<file path="config.mk">
export PLATFORM = sky130hd
export DESIGN_NAME = i2c_register_master
export DESIGN_NICKNAME = d
export VERILOG_FILES = /design/src/sv/i2crm_pkg.sv /design/src/sv/i2c_register_master.sv
export SDC_FILE = /design/constraint.sdc
export NUM_CORES = 1
export LEC_CHECK = 0
export ABC_AREA = 1
export BUFFER_PORTS_ARGS = -buffer_cell sky130_fd_sc_hd__buf_2
export CORE_MARGIN = 1.5
export CORE_UTILIZATION = 25
export CTS_CLUSTER_DIAMETER = 30
export DETAILED_ROUTE_END_ITERATION = 10
export GPL_TIMING_DRIVEN = 0
export PLACE_DENSITY = 0.51
export SYNTH_ARGS = -nofsm -noshare
export SYNTH_HDL_FRONTEND = slang
export SYNTH_SLANG_ARGS = --single-unit
</file>
<file path="constraint.sdc">
create_clock -name i_clk -period 4.4 [get_ports i_clk]
set_clock_uncertainty 0.1 [all_clocks]
set_input_delay 0.66 -clock i_clk [delete_from_list [all_inputs] [get_ports i_clk]]
set_output_delay 0.66 -clock i_clk [all_outputs]
set_load 0.01 [all_outputs]
</file>
<file path="src/sv/i2crm_pkg.sv">
// package for the i2c register master: types, codes and constants
`timescale 1ns / 1ps

package i2crm_pkg;

    // field widths
    localparam int CMD_W   = 2;
    localparam int DEV_W   = 7;
    localparam int BYTE_W  = 8;
    localparam int PHASE_W = 10;
    localparam int BIT_W   = 4;
    localparam int STEP_W  = 5;

    // longest transfer by default
    localparam int MAX_LENGTH_DEF = 255;

    // configuration reset values
    localparam logic [PHASE_W-1:0] PHASE_LEN_RST = 10'd1;
    localparam logic [BYTE_W-1:0]  ACK_LIMIT_RST = 8'd250;

    // configuration register indexes
    localparam logic CFG_PHASE_LEN = 1'b0;
    localparam logic CFG_ACK_LIMIT = 1'b1;

    // command codes
    localparam logic [CMD_W-1:0] CMD_TICK  = 2'd0;
    localparam logic [CMD_W-1:0] CMD_WRITE = 2'd1;
    localparam logic [CMD_W-1:0] CMD_READ  = 2'd2;

    // bus sequencer steps
    typedef enum logic [STEP_W-1:0] {
        ST_IDLE = 5'd0,
        ST_SA   = 5'd1,
        ST_SB   = 5'd2,
        ST_SC   = 5'd3,
        ST_SD   = 5'd4,
        ST_TA   = 5'd5,
        ST_TB   = 5'd6,
        ST_TC   = 5'd7,
        ST_AA   = 5'd8,
        ST_AB   = 5'd9,
        ST_AW   = 5'd10,
        ST_AC   = 5'd11,
        ST_RA   = 5'd12,
        ST_RB   = 5'd13,
        ST_MA   = 5'd14,
        ST_MB   = 5'd15,
        ST_MC   = 5'd16,
        ST_PA   = 5'd17,
        ST_PB   = 5'd18,
        ST_PC   = 5'd19
    } t_step;

    // which byte of the transfer is on the bus
    typedef enum logic [1:0] {
        STG_ADDR_W = 2'd0,
        STG_REG    = 2'd1,
        STG_ADDR_R = 2'd2,
        STG_DATA   = 2'd3
    } t_stage;

endpackage

</file>
<file path="src/sv/i2c_register_master.sv">
// i2c register master: tick-driven bus sequencer with a registered result
`timescale 1ns / 1ps
// Usage
//   Input channel (i_in_valid / o_in_stall): one beat is one timing tick with
//   a command, the transfer fields and the sampled SDA level. Command 1 starts
//   a register write, command 2 a register read; while busy they are ignored.
//   Output channel (o_out_valid / i_out_stall): one result beat per input beat
//   with SCL level, SDA pull-low, byte_taken, read data, finished and status.
//   Configuration channel (i_cfg_valid / o_cfg_ready, always ready): index 0
//   sets ticks per phase, index 1 the ack wait limit. Write it while idle.
// Timing
//   Each beat is handled in the cycle it is accepted; its result appears in
//   the output register on the next cycle. One beat per cycle is sustained
//   while the receiver does not stall a held result, set by the single
//   sequencer update between the input handshake and the result register.
// Reset and stall
//   Synchronous reset returns the sequencer to idle and empties the result
//   register; the phase length goes to 1 and the ack limit to 250. While the
//   receiver stalls a held result, o_in_stall is raised and no beat is taken.
module i2c_register_master #(
    parameter int MAX_LENGTH = i2crm_pkg::MAX_LENGTH_DEF
) (
    input  logic                               i_clk,
    input  logic                               i_rst_n,
    // input beats
    input  logic                               i_in_valid,
    output logic                               o_in_stall,
    input  logic [i2crm_pkg::CMD_W-1:0]        i_command,
    input  logic [i2crm_pkg::DEV_W-1:0]        i_device_address,
    input  logic [i2crm_pkg::BYTE_W-1:0]       i_register_address,
    input  logic [i2crm_pkg::BYTE_W-1:0]       i_byte_count,
    input  logic [i2crm_pkg::BYTE_W-1:0]       i_write_byte,
    input  logic                               i_sda_sample,
    // result beats
    output logic                               o_out_valid,
    input  logic                               i_out_stall,
    output logic                               o_scl_level,
    output logic                               o_sda_pull_low,
    output logic                               o_byte_taken,
    output logic [i2crm_pkg::BYTE_W-1:0]       o_read_byte,
    output logic                               o_read_valid,
    output logic                               o_finished,
    output logic                               o_status,
    output logic                               o_busy_res,
    // configuration writes
    input  logic                               i_cfg_valid,
    output logic                               o_cfg_ready,
    input  logic                               i_cfg_index,
    input  logic [i2crm_pkg::PHASE_W-1:0]      i_cfg_data
);
    import i2crm_pkg::*;

    localparam logic [BYTE_W-1:0] MAX_LEN = BYTE_W'(MAX_LENGTH);

    // configuration
    logic [PHASE_W-1:0] r_phase_length;
    logic [BYTE_W-1:0]  r_ack_wait_limit;

    // sequencer state
    t_step              r_step, n_step;
    t_stage             r_stage, n_stage;
    logic [PHASE_W-1:0] r_phase_ticks, n_phase_ticks;
    logic [BIT_W-1:0]   r_bit_index, n_bit_index;
    logic [BYTE_W-1:0]  r_shift, n_shift;
    logic [BYTE_W-1:0]  r_bytes_left, n_bytes_left;
    logic [BYTE_W-1:0]  r_ack_count, n_ack_count;
    logic [DEV_W-1:0]   r_dev, n_dev;
    logic [BYTE_W-1:0]  r_reg, n_reg;
    logic               r_read_mode, n_read_mode;
    logic               r_abort, n_abort;

    // result register
    logic               r_out_valid;
    logic               r_scl, n_scl;
    logic               r_pull, n_pull;
    logic               r_taken, n_taken;
    logic [BYTE_W-1:0]  r_rbyte, n_rbyte;
    logic               r_rvalid, n_rvalid;
    logic               r_fin, n_fin;
    logic               r_stat, n_stat;
    logic               r_busy, n_busy;

    logic               w_in_accept;
    logic               w_cfg_write;

    // handshakes
    assign o_in_stall  = r_out_valid && i_out_stall;
    assign w_in_accept = i_in_valid && !o_in_stall;
    assign o_cfg_ready = 1'b1;
    assign w_cfg_write = i_cfg_valid && o_cfg_ready;

    // configuration registers
    always_ff @(posedge i_clk) begin
        if (!i_rst_n) begin
            r_phase_length   <= PHASE_LEN_RST;
            r_ack_wait_limit <= ACK_LIMIT_RST;
        end else if (w_cfg_write) begin
            case (i_cfg_index)
                CFG_PHASE_LEN: r_phase_length   <= i_cfg_data;
                CFG_ACK_LIMIT: r_ack_wait_limit <= i_cfg_data[BYTE_W-1:0];
                default: ;
            endcase
        end
    end

    // one sequencer tick: line levels and next state
    always_comb begin
        logic [PHASE_W-1:0] v_plen;
        logic [PHASE_W:0]   v_inc;
        logic               v_over;
        logic [BIT_W-1:0]   v_bits;
        logic [BYTE_W-1:0]  v_shift_tx;
        logic [BYTE_W-1:0]  v_shift_rx;
        logic [BYTE_W-1:0]  v_left_dec;
        logic               v_bit_low;
        logic               v_ack_low;

        n_step        = r_step;
        n_stage       = r_stage;
        n_phase_ticks = r_phase_ticks;
        n_bit_index   = r_bit_index;
        n_shift       = r_shift;
        n_bytes_left  = r_bytes_left;
        n_ack_count   = r_ack_count;
        n_dev         = r_dev;
        n_reg         = r_reg;
        n_read_mode   = r_read_mode;
        n_abort       = r_abort;

        n_scl    = 1'b1;
        n_pull   = 1'b0;
        n_taken  = 1'b0;
        n_rbyte  = '0;
        n_rvalid = 1'b0;
        n_fin    = 1'b0;
        n_stat   = 1'b0;
        n_busy   = 1'b0;

        v_plen = (r_phase_length == '0) ? PHASE_W'(1) : r_phase_length;

        // begin of a transfer, first START phase held on this tick
        if (r_step == ST_IDLE && (i_command == CMD_WRITE || i_command == CMD_READ)) begin
            n_dev         = i_device_address;
            n_reg         = i_register_address;
            n_bytes_left  = (i_byte_count > MAX_LEN) ? MAX_LEN : i_byte_count;
            n_read_mode   = (i_command == CMD_READ);
            n_stage       = STG_ADDR_W;
            n_abort       = 1'b0;
            n_ack_count   = '0;
            n_bit_index   = '0;
            n_shift       = '0;
            n_step        = ST_SA;
            n_phase_ticks = '0;
        end

        v_inc      = {1'b0, n_phase_ticks} + (PHASE_W+1)'(1);
        v_over     = (v_inc >= {1'b0, v_plen});
        v_bits     = n_bit_index + BIT_W'(1);
        v_shift_tx = {n_shift[BYTE_W-2:0], 1'b0};
        v_shift_rx = {n_shift[BYTE_W-2:0], i_sda_sample};
        v_left_dec = n_bytes_left - BYTE_W'(1);
        v_bit_low  = !n_shift[BYTE_W-1];
        v_ack_low  = (n_bytes_left > BYTE_W'(1));

        if (n_step != ST_IDLE) begin
            n_busy = 1'b1;

            // line levels of the current step
            case (n_step)
                ST_SA:                      begin n_scl = 1'b0; n_pull = 1'b0;      end
                ST_SB:                      begin n_scl = 1'b1; n_pull = 1'b0;      end
                ST_SC:                      begin n_scl = 1'b1; n_pull = 1'b1;      end
                ST_SD:                      begin n_scl = 1'b0; n_pull = 1'b1;      end
                ST_TA, ST_TC:               begin n_scl = 1'b0; n_pull = v_bit_low; end
                ST_TB:                      begin n_scl = 1'b1; n_pull = v_bit_low; end
                ST_AA, ST_AC, ST_RA:        begin n_scl = 1'b0; n_pull = 1'b0;      end
                ST_AB, ST_AW, ST_RB:        begin n_scl = 1'b1; n_pull = 1'b0;      end
                ST_MA, ST_MC:               begin n_scl = 1'b0; n_pull = v_ack_low; end
                ST_MB:                      begin n_scl = 1'b1; n_pull = v_ack_low; end
                ST_PA:                      begin n_scl = 1'b0; n_pull = 1'b1;      end
                ST_PB:                      begin n_scl = 1'b1; n_pull = 1'b1;      end
                default:                    begin n_scl = 1'b1; n_pull = 1'b0;      end
            endcase

            if (n_step == ST_AW) begin
                // ack slot: wait for the target to pull SDA low
                n_phase_ticks = '0;
                if (!i_sda_sample) begin
                    n_step = ST_AC;
                end else if (n_ack_count >= r_ack_wait_limit) begin
                    n_abort = 1'b1;
                    n_step  = ST_PA;
                end else begin
                    n_ack_count = n_ack_count + BYTE_W'(1);
                end
            end else if (v_over) begin
                n_phase_ticks = '0;
                case (n_step)
                    ST_SA: n_step = ST_SB;
                    ST_SB: n_step = ST_SC;
                    ST_SC: n_step = ST_SD;
                    ST_SD: begin
                        n_shift     = {n_dev, (n_stage == STG_ADDR_R)};
                        n_bit_index = '0;
                        n_step      = ST_TA;
                    end
                    ST_TA: n_step = ST_TB;
                    ST_TB: n_step = ST_TC;
                    ST_TC: begin
                        n_shift     = v_shift_tx;
                        n_bit_index = v_bits;
                        n_step      = (v_bits >= BIT_W'(8)) ? ST_AA : ST_TA;
                    end
                    ST_AA: n_step = ST_AB;
                    ST_AB: begin
                        n_ack_count = '0;
                        n_step      = ST_AW;
                    end
                    ST_AC: begin
                        // choose the next byte after an ack
                        case (n_stage)
                            STG_ADDR_W: begin
                                n_stage     = STG_REG;
                                n_shift     = n_reg;
                                n_bit_index = '0;
                                n_step      = ST_TA;
                            end
                            STG_REG: begin
                                if (n_read_mode) begin
                                    n_stage = STG_ADDR_R;
                                    n_step  = ST_SA;
                                end else if (n_bytes_left != '0) begin
                                    n_taken      = 1'b1;
                                    n_bytes_left = v_left_dec;
                                    n_stage      = STG_DATA;
                                    n_shift      = i_write_byte;
                                    n_bit_index  = '0;
                                    n_step       = ST_TA;
                                end else begin
                                    n_step = ST_PA;
                                end
                            end
                            STG_ADDR_R: begin
                                if (n_bytes_left != '0) begin
                                    n_shift     = '0;
                                    n_bit_index = '0;
                                    n_step      = ST_RA;
                                end else begin
                                    n_step = ST_PA;
                                end
                            end
                            default: begin
                                if (n_bytes_left != '0) begin
                                    n_taken      = 1'b1;
                                    n_bytes_left = v_left_dec;
                                    n_stage      = STG_DATA;
                                    n_shift      = i_write_byte;
                                    n_bit_index  = '0;
                                    n_step       = ST_TA;
                                end else begin
                                    n_step = ST_PA;
                                end
                            end
                        endcase
                    end
                    ST_RA: n_step = ST_RB;
                    ST_RB: begin
                        // sample a data bit at the end of SCL high
                        n_shift     = v_shift_rx;
                        n_bit_index = v_bits;
                        if (v_bits >= BIT_W'(8)) begin
                            n_rvalid = 1'b1;
                            n_rbyte  = v_shift_rx;
                            n_step   = ST_MA;
                        end else begin
                            n_step = ST_RA;
                        end
                    end
                    ST_MA: n_step = ST_MB;
                    ST_MB: n_step = ST_MC;
                    ST_MC: begin
                        n_bytes_left = v_left_dec;
                        if (v_left_dec != '0) begin
                            n_shift     = '0;
                            n_bit_index = '0;
                            n_step      = ST_RA;
                        end else begin
                            n_step = ST_PA;
                        end
                    end
                    ST_PA: n_step = ST_PB;
                    ST_PB: n_step = ST_PC;
                    default: begin
                        // end of STOP
                        n_fin   = 1'b1;
                        n_stat  = n_abort;
                        n_abort = 1'b0;
                        n_step  = ST_IDLE;
                    end
                endcase
            end else begin
                n_phase_ticks = v_inc[PHASE_W-1:0];
            end
        end
    end

    // sequencer state registers
    always_ff @(posedge i_clk) begin
        if (!i_rst_n) begin
            r_step        <= ST_IDLE;
            r_stage       <= STG_ADDR_W;
            r_phase_ticks <= '0;
            r_bit_index   <= '0;
            r_shift       <= '0;
            r_bytes_left  <= '0;
            r_ack_count   <= '0;
            r_dev         <= '0;
            r_reg         <= '0;
            r_read_mode   <= 1'b0;
            r_abort       <= 1'b0;
        end else if (w_in_accept) begin
            r_step        <= n_step;
            r_stage       <= n_stage;
            r_phase_ticks <= n_phase_ticks;
            r_bit_index   <= n_bit_index;
            r_shift       <= n_shift;
            r_bytes_left  <= n_bytes_left;
            r_ack_count   <= n_ack_count;
            r_dev         <= n_dev;
            r_reg         <= n_reg;
            r_read_mode   <= n_read_mode;
            r_abort       <= n_abort;
        end
    end

    // result register valid
    always_ff @(posedge i_clk) begin
        if (!i_rst_n) begin
            r_out_valid <= 1'b0;
        end else if (w_in_accept) begin
            r_out_valid <= 1'b1;
        end else if (!i_out_stall) begin
            r_out_valid <= 1'b0;
        end
    end

    // result register payload
    always_ff @(posedge i_clk) begin
        if (w_in_accept) begin
            r_scl    <= n_scl;
            r_pull   <= n_pull;
            r_taken  <= n_taken;
            r_rbyte  <= n_rbyte;
            r_rvalid <= n_rvalid;
            r_fin    <= n_fin;
            r_stat   <= n_stat;
            r_busy   <= n_busy;
        end
    end

    assign o_out_valid    = r_out_valid;
    assign o_scl_level    = r_scl;
    assign o_sda_pull_low = r_pull;
    assign o_byte_taken   = r_taken;
    assign o_read_byte    = r_rbyte;
    assign o_read_valid   = r_rvalid;
    assign o_finished     = r_fin;
    assign o_status       = r_stat;
    assign o_busy_res     = r_busy;

endmodule

</file>
Word-level counts from Yosys, hierarchy flattened --
Index checks and enable logic that the tools add are counted.
Cells by class: $add $sub $neg 4, reduce and logical (&&, ||, !) cells 26, shift operators 0, $mul 0, equal/unequal tests 23, muxes and demuxes 82, order comparisons 5, bitwise operators 6, div/mod/pow operators 0
Operators with widths (number):
- 8-bit two-way mux | 23
- 5-bit case mux with 17 select lines | 1
- 10-bit two-way mux | 5
- 5-bit two-way mux | 10
- 5-bit by 4-bit equality test with 1-bit output, second input constant | 8
- 8-bit case mux with 5 select lines | 1
- 4-bit two-way mux | 8
- 8-bit case mux with 2 select lines | 2
- 8-bit case mux with 3 select lines | 1
- 5-bit by 3-bit equality test with 1-bit output, second input constant | 4
- 20-bit OR reduction | 1
- 17-bit OR reduction | 1
- 1-bit two-way mux | 16
- 2-bit two-way mux | 8
- 4-bit case mux with 4 select lines | 1
- 8-bit nonzero test | 2
- 5-bit equality test, second input constant | 3
- 5-bit case mux with 3 select lines | 1
- 4-bit OR reduction | 3
- 10-bit by 1-bit adder with 11-bit output, second input constant | 1
- 11-bit by 10-bit >= comparator with 1-bit output | 1
- 5-bit by 2-bit equality test with 1-bit output, second input constant | 2
- 10-bit logical NOT | 1
- 10-bit OR reduction | 1
- other kinds (27) | 41
Word-level totals: input bits 50, word-level logic and storage cells 168, register bits after elaboration 96, bits in writable memories 0, memories kept 0, bits in latches 0, bits in read-only memories 0

Depth between registers and ports, before layout --
Gate-level depths: netlist of run 1.
word-level depth 12, gate-level depth with buffers 32

Worst setup path after synthesis of run 1 --
OpenSTA, ideal clock, no wires.
path kind input to register, start point input i_command[0] (netlist name), end point register r_phase_ticks[1], cell stages on the path 28, library setup time 0.095 ns, required time 4.205 ns, setup slack 0.063 ns, arrival 4.142 ns, cell sequence inv_1 -> ha_1 -> nor2_4 -> nand2_4 -> buf_12 -> inv_4 -> buf_2 -> buf_1 -> nor2_1 -> ha_1 -> nand3_1 -> xor2_1 -> ha_1 -> a21oi_1 -> nor2_1 -> nor2_1 -> nand2_1 -> nand2_1 -> nand3b_1 -> nand2_1 -> nand2_1 -> nand2_1 -> nand3_2 -> buf_6 -> nor2_2 -> buf_6 -> nand2_1 -> a221oi_1
Between the ends: word-level cells in the longest chain between the ends 9, elaborated cells on any way between the ends 13, classes of those cells 1 x add/sub; 1 x order compare; 3 x eq/ne; 5 x mux; 3 x reduce/logical
RTL lines:
- start, declared | RTL line i2c_register_master.sv:28 | input logic [i2crm_pkg::CMD_W-1:0] i_command,
- 2-bit by 1-bit equality test with 1-bit output or 2-bit equality test (tied branches) | RTL line i2c_register_master.sv:142 | if (r_step == ST_IDLE && (i_command == CMD_WRITE || i_command == CMD_READ)) begin
- 1-bit logical OR * | RTL line i2c_register_master.sv:142
- 1-bit logical AND * | RTL line i2c_register_master.sv:142
- 10-bit two-way mux | RTL line i2c_register_master.sv:142
- 10-bit by 1-bit adder with 11-bit output | RTL line i2c_register_master.sv:156 | v_inc = {1'b0, n_phase_ticks} + (PHASE_W+1)'(1);
- 11-bit by 10-bit >= comparator with 1-bit output | RTL line i2c_register_master.sv:157 | v_over = (v_inc >= {1'b0, v_plen});
- 10-bit two-way mux | RTL line i2c_register_master.sv:196 | end else if (v_over) begin
- 10-bit two-way mux | RTL line i2c_register_master.sv:185 | if (n_step == ST_AW) begin
- 10-bit two-way mux * | RTL line i2c_register_master.sv:165 | if (n_step != ST_IDLE) begin
- end signal, assigned | RTL line i2c_register_master.sv:324 | r_phase_ticks <= n_phase_ticks;
- end, declared | RTL line i2c_register_master.sv:62 | logic [PHASE_W-1:0] r_phase_ticks, n_phase_ticks;
Mark *: on every way between the ends. The rest lies on a longest branch, timed or not. A chain may end at the register's enable or synchronous reset.

Worst setup path after layout of run 1 --
start point input i_command[0] (netlist name), end point register r_phase_ticks[7]
The elaborated chain is that of the path after synthesis.

==> results of run 1 <==
==> what timing repair did <==
item | in CTS | in global routing
buffers inserted | 1 | 1
gates resized for setup | 7 | 14
pin swaps | 1 | 0
setup endpoints to repair | 58 | 55
==> layout make-up <==
type,count,share of cell area
clock inverters,5,0.00807
multi-input cells,737,0.490
clock buffers,11,0.0313
inverters,154,0.0755
plain buffers,37,0.0295
repair buffers,68,0.0445
well taps,335,0.0540
flip-flops and latches,96,0.267
==> worst max-delay path: cells and delay by family <==
kind	cells	cell delay, ns
and+or+nand+nor	15	1.24
buffers and inverters	7	0.86
xor gates and xnor gates	1	0.19
AOI/OAI and AO/OA	2	0.38
adders and majority gates	3	0.85
==> logic make-up after synthesis <==
logic type,synth area share
AND/OR/NAND/NOR,0.328
AO/OA/AOI/OAI,0.189
buffers and inverters,0.120
flip-flops,0.313
adder cells (fa/ha/maj),0.0415
XOR/XNOR,0.00793
other,0.000566
==> power groups by stage <==
stage / Clock [W] / Combinational [W] / Sequential (W)
after floorplan: 0 / 0.000486 / 0.000992
after global placement: 0 / 0.000709 / 0.000992
after detailed placement: 0 / 0.000713 / 0.000993
after CTS: 0.000858 / 0.000718 / 0.000973
after global routing: 0.000895 / 0.000810 / 0.000980
final: 0.000839 / 0.000725 / 0.000973
==> layer usage <==
metal  track usage  routed length, µm  vias up
met5             0                  0        -
li1              -                  -     3509
met4        0.0396                332        0
met3        0.0272               1230       20
met2         0.268              10200      231
met1         0.219              10500     3146
==> layout by cell type, fill, tap and decap left out, types with 6 or more instances in the layout <==
cell | synthesis | routed
inv_1 | 140 | 139
nor3_1 | 13 | 12
nand2_1 | 285 | 285
nand3_2 | 7 | 7
nor2_2 | 4 | 6
o211ai_1 | 19 | 19
inv_2 | 12 | 13
buf_2 | 7 | 70
edfxtp_1 | 15 | 15
o21ai_0 | 62 | 62
ha_1 | 22 | 20
clkbuf_1 | 22 | 22
a22oi_1 | 6 | 6
clkbuf_16 | 0 | 9
buf_6 | 6 | 6
a21oi_1 | 110 | 109
nor2_1 | 68 | 65
nand3_1 | 55 | 55
dfxtp_1 | 81 | 81
nand4_1 | 16 | 16
nand2_2 | 12 | 12
==> through the flow <==
stage / cell area [µm²] / setup TNS [ns] / instances / total power [W]
global route: 7760 / -0.0107 / 1443 / 0.00268
floorplan: 6630 / 0 / 1025 / 0.00148
global placement: 7370 / -62.25 / 1426 / 0.00170
detailed placement: 7370 / -62.08 / 1426 / 0.00171
finish: 7760 / 0 / 1443 / 0.00254
CTS: 7700 / 0 / 1442 / 0.00255
==> path summary, 6_finish.rpt <==
kind                                   start          endpoint  slack, ns  cells after the start
worst min register to register      r_reg[4]          r_reg[4]       0.36                      2
worst min-delay path                r_reg[4]          r_reg[4]       0.36                      2
worst max-delay path            i_command[0]  r_phase_ticks[7]       0.34                     28
worst max register to register     r_step[1]  r_phase_ticks[7]       0.43                     27
==> flow_summary_export.csv, run 1 <==
group,metric,value,unit
status,status,"finished clean",
timing,layout_setup_ws,0.344,ns
grt,grt_pass1_vias,6552,
hold_path,hp-class,"register to register",
grt,grt_overflow,0,
timing,report.final.slew_viol_count,0,
die,die_h,166,µm
critical_path,crit_path_frequent_cell,"nand2_1",
clocking,cts-root-buf,"clkbuf_16",
detailed_routing,totalWireLength,22.3,mm
die,die-area,27500,µm²
die,io_pins,68,
detailed_routing,via_per_inst,4.79,
placement,hpwl,17.3,mm
synthesis,synth.most_common_cell,"nand2_1",
finish,antenna_cells,0,
job,drv_cap,0,
synthesis,ys_types,48,
grt,antenna_found_initial,0,
power_and_ir_drop,p_clk_frac,0.331,
timing,min_period_over_period,0.922,
critical_path,worst_setup_path_start_kind,"input port",
synthesis,avgSynthCellArea,6.46,µm²
clocking,htreeDepth,3,
timing,finalHoldViolations,0,
die,num_rows,59,
die,initial_core_util,0.254,
critical_path,setup.worst_path.class,"input port to register",
finish,nFillCells,2967,
timing,timing.hold.ws,0.356,ns
finish,top_regs,"r_phase_length (10), r_phase_ticks (10)",
power_and_ir_drop,power_frac_seq,0.384,
clocking,cts_tree,"done",
placement,port-buffer-count,66,
clocking,postCtsHoldBufs,0,
critical_path,arrival,4.21,ns
timing,finalSetupViolCount,0,
synthesis,synthTopCellsByCount,"285 x nand2_1, 140 x inv_1, 110 x a21oi_1",
timing,fmax,247,MHz
timing,fin_crit,4.06,ns
power_and_ir_drop,ir_drop,0.000162,V
synthesis,syn_inst,1025,
finish,final_util,0.298,
detailed_routing,vias,6906,
synthesis,syn-num-nets,1097,
synthesis,synth_edf_count,15,
synthesis,synth_ff_type,"dfxtp_1",
finish,ff_latch_area,2070,µm²
critical_path,cp_max_fo,18,
clocking,clockBufferDepth,2,
detailed_routing,ant_nets,0,
synthesis,ys_ff_latch,96,
power_and_ir_drop,p_switching,0.000898,W
synthesis,ys_seq_area_frac,0.313,
power_and_ir_drop,internal_power,0.00164,W
critical_path,crit_required,4.56,ns
power_and_ir_drop,pwr-share-comb,0.286,
detailed_routing,drtPass1Iterations,6,
synthesis,syn-cell-area,6630,µm²
power_and_ir_drop,p_leak,3.58,nW
synthesis,synthArstFlopShare,0,
power_and_ir_drop,powerDensity,327,nW/µm²
critical_path,slowest_delay,0.35,ns
finish,drive_above_1_share,0.147,
grt,grt_max_degree,25,
die,coreArea,26100,µm²
detailed_routing,avgRoutedWirePerCell,15.5,µm
power_and_ir_drop,sw_frac_of_total,0.354,
synthesis,yosys-top-cells-area,"dfxtp_1 24%, nand2_1 16%, a21oi_1 8.3%, inv_1 7.9%, edfxtp_1 6.8%",
synthesis,ys_warn_count,0,
detailed_routing,drtIter0Drc,416,
grt,grt.total_usage,0.162,
synthesis,synth_top_area_frac,0.245,
critical_path,cp-end-kind,"register",
synthesis,yosys.area.top_type,"dfxtp_1",
critical_path,slowest_stage,"ha_2",
clocking,insertion_delay,0.36,ns
grt,grt_pass1_wl,35.3,mm
finish,multiInputGateArea,3800,µm²
finish,area_growth_syn_to_layout,17.1,%
timing,tightest_slew,1.17,ns
placement,place_ws,-1.34,ns
placement,gp_congestion,0.917,
die,dieWidth,166,µm
clocking,clkSlewWorstSetupHoldPaths,0.08,ns
finish,final_nets,1175,
timing,slew_headroom,0.218,
clocking,cts_made_buffers,9,
detailed_routing,drc,0,
clocking,clock-sinks,96,
(Power assumes the default switching activity.)
==> inputs of run 2 (changes only) <==
ABC_CLOCK_PERIOD_IN_PS = 4400   (was default)
CTS_CLUSTER_SIZE = 12   (was default)
RECOVER_POWER = 100   (was default)
==> run 2 against run 1 <==
Against the previous run: the flow now finishes with violations (max-capacitance violations); sequential cell count did not move; die area did not move; non-clock buffer count unchanged; register-to-register slack gained 0.02 ns; clock power rose by 0.5%; sequential power barely moved; worst setup slack improved by 0.0034 ns; critical path type unchanged; critical endpoint unchanged.
==> flow_summary_export.csv, run 2 (synthesis gave the netlist of run 1 again) <==
group,metric,value,unit
placement,gp_congestion,0.917,
grt,grt_pass1_vias,6552,
clocking,clock-sinks,96,
finish,mostFrequentLayoutCells,"285 x nand2_1, 140 x inv_1, 109 x a21oi_1, 81 x dfxtp_1, 66 x nor2_1",
status,violations,"max-capacitance violations",
detailed_routing,avgRoutedWirePerCell,15.5,µm
die,io_pins,68,
grt,grt_max_degree,25,
placement,placed_area,7370,µm²
detailed_routing,vias,6900,
die,die_h,166,µm
critical_path,worst_setup_path_start_kind,"input port",
die,initial_core_util,0.254,
clocking,cts-root-buf,"clkbuf_16",
timing,fin_crit,4.05,ns
critical_path,cp_max_fo,18,
timing,report.final.slew_viol_count,0,
finish,top_regs,"r_phase_length (10), r_phase_ticks (10)",
power_and_ir_drop,powerDensity,328,nW/µm²
timing,finalSetupViolCount,0,
job,drv_cap,1,
timing,timing.hold.ws,0.354,ns
detailed_routing,drc,0,
clocking,clockBufferDepth,2,
clocking,clkSlewWorstSetupHoldPaths,0.08,ns
critical_path,crit_required,4.56,ns
clocking,htreeDepth,3,
finish,area_growth_syn_to_layout,16.6,%
grt,grt_overflow,0,
critical_path,setup.worst_path.class,"input port to register",
critical_path,arrival,4.21,ns
status,status,"finished, violations left",
clocking,cts_tree,"done",
placement,port-buffer-count,66,
critical_path,crit_path_frequent_cell,"nand2_1",
timing,tightest_slew,1.50,ns
critical_path,cp-end-kind,"register",
grt,antenna_found_initial,0,
die,coreArea,26100,µm²
timing,fmax,247,MHz
power_and_ir_drop,ir_drop,0.000165,V
finish,final_util,0.296,
hold_path,hp-class,"register to register",
critical_path,slowest_delay,0.35,ns
clocking,insertion_delay,0.36,ns
timing,finalHoldViolations,0,
placement,hpwl,17.3,mm
finish,final_nets,1175,
finish,antenna_cells,0,
finish,drive_above_1_share,0.125,
timing,min_period_over_period,0.921,
power_and_ir_drop,p_leak,3.51,nW
timing,slew_headroom,0.00295,
clocking,cts_made_buffers,9,
critical_path,slowest_stage,"ha_2",
clocking,postCtsHoldBufs,0,
finish,mostFrequentLayoutCell,"nand2_1",
placement,dp_cells,1426,
finish,final_cell_area,7730,µm²
grt,grt.total_usage,0.162,
detailed_routing,drtIter0Drc,426,
timing,tns,0,ns
detailed_routing,totalWireLength,22.4,mm
detailed_routing,ant_nets,0,
die,num_rows,59,
finish,stdcell_count,1443,
die,die-area,27500,µm²
die,dieWidth,166,µm
grt,grt_pass1_wl,35.3,mm
detailed_routing,drtPass1Iterations,5,
detailed_routing,via_per_inst,4.78,
## run 2: cell count changes in the layout (fill, tap and decap cells not counted), sizes merged
cell / change
buf: -22
clkbuf: +22
## run 2: final cells by class
class | instances | area [µm²]
clock inverters | 5 | 62.6
repair buffers | 68 | 320
plain buffers | 37 | 226
multi-input cells | 737 | 3800
fillers | 2979 | 18300
inverters | 154 | 586
clock buffers | 11 | 243
flip-flops and latches | 96 | 2070
well taps | 335 | 419
## run 2: per-stage QoR
| step | total power, W | setup slack, ns |
|---|---|---|
| after floorplan | 0.00148 | 0.0626 |
| after global placement | 0.00170 | -1.36 |
| after detailed placement | 0.00171 | -1.34 |
| after CTS | 0.00255 | 0.0531 |
| after global routing | 0.00268 | -0.00722 |
| final | 0.00254 | 0.347 |
## run 2: path summary, 6_finish.rpt
kind | startpoint | endpoint | slack (ns) | cells after the start
worst min register to register | r_reg[3] | r_reg[3] | 0.35 | 2
worst min-delay path | r_reg[3] | r_reg[3] | 0.35 | 2
worst max-delay path | i_command[0] | r_phase_ticks[7] | 0.35 | 28
worst max register to register | r_step[1] | r_phase_ticks[7] | 0.45 | 27
## run 2: metal layers
layer | share of wire | wire [µm] | vias up | GRT usage
met2 | 0.46 | 10300 | 188 | 0.268
met3 | 0.048 | 1080 | 19 | 0.0272
met4 | 0.015 | 327 | 0 | 0.0396
met1 | 0.48 | 10700 | 3181 | 0.219
met5 | 0 | 0 | - | 0
li1 | - | - | 3512 | -
## run 2: critical path, delay by kind of cell
kind,cells,cell delay (ns)
fa+ha+maj,3,0.85
buf+inv,7,0.86
xor+xnor,1,0.19
simple gates,15,1.23
compound gates,2,0.38
## run 2: repair_timing
action                     4_1_cts  5_1_grt
setup endpoints to repair       58       55
buffers inserted                 1        1
resized for setup                7       14
pin swaps                        1        0
## run 2: report_power, final
part	total [W]	internal, W	leakage (nW)	switching (W)
sequential	0.000973	0.000948	0.813	0.0000253
combinational	0.000721	0.000225	2.55	0.000496
clock	0.000843	0.000463	0.151	0.000380
total	0.00254	0.00164	3.51	0.000901
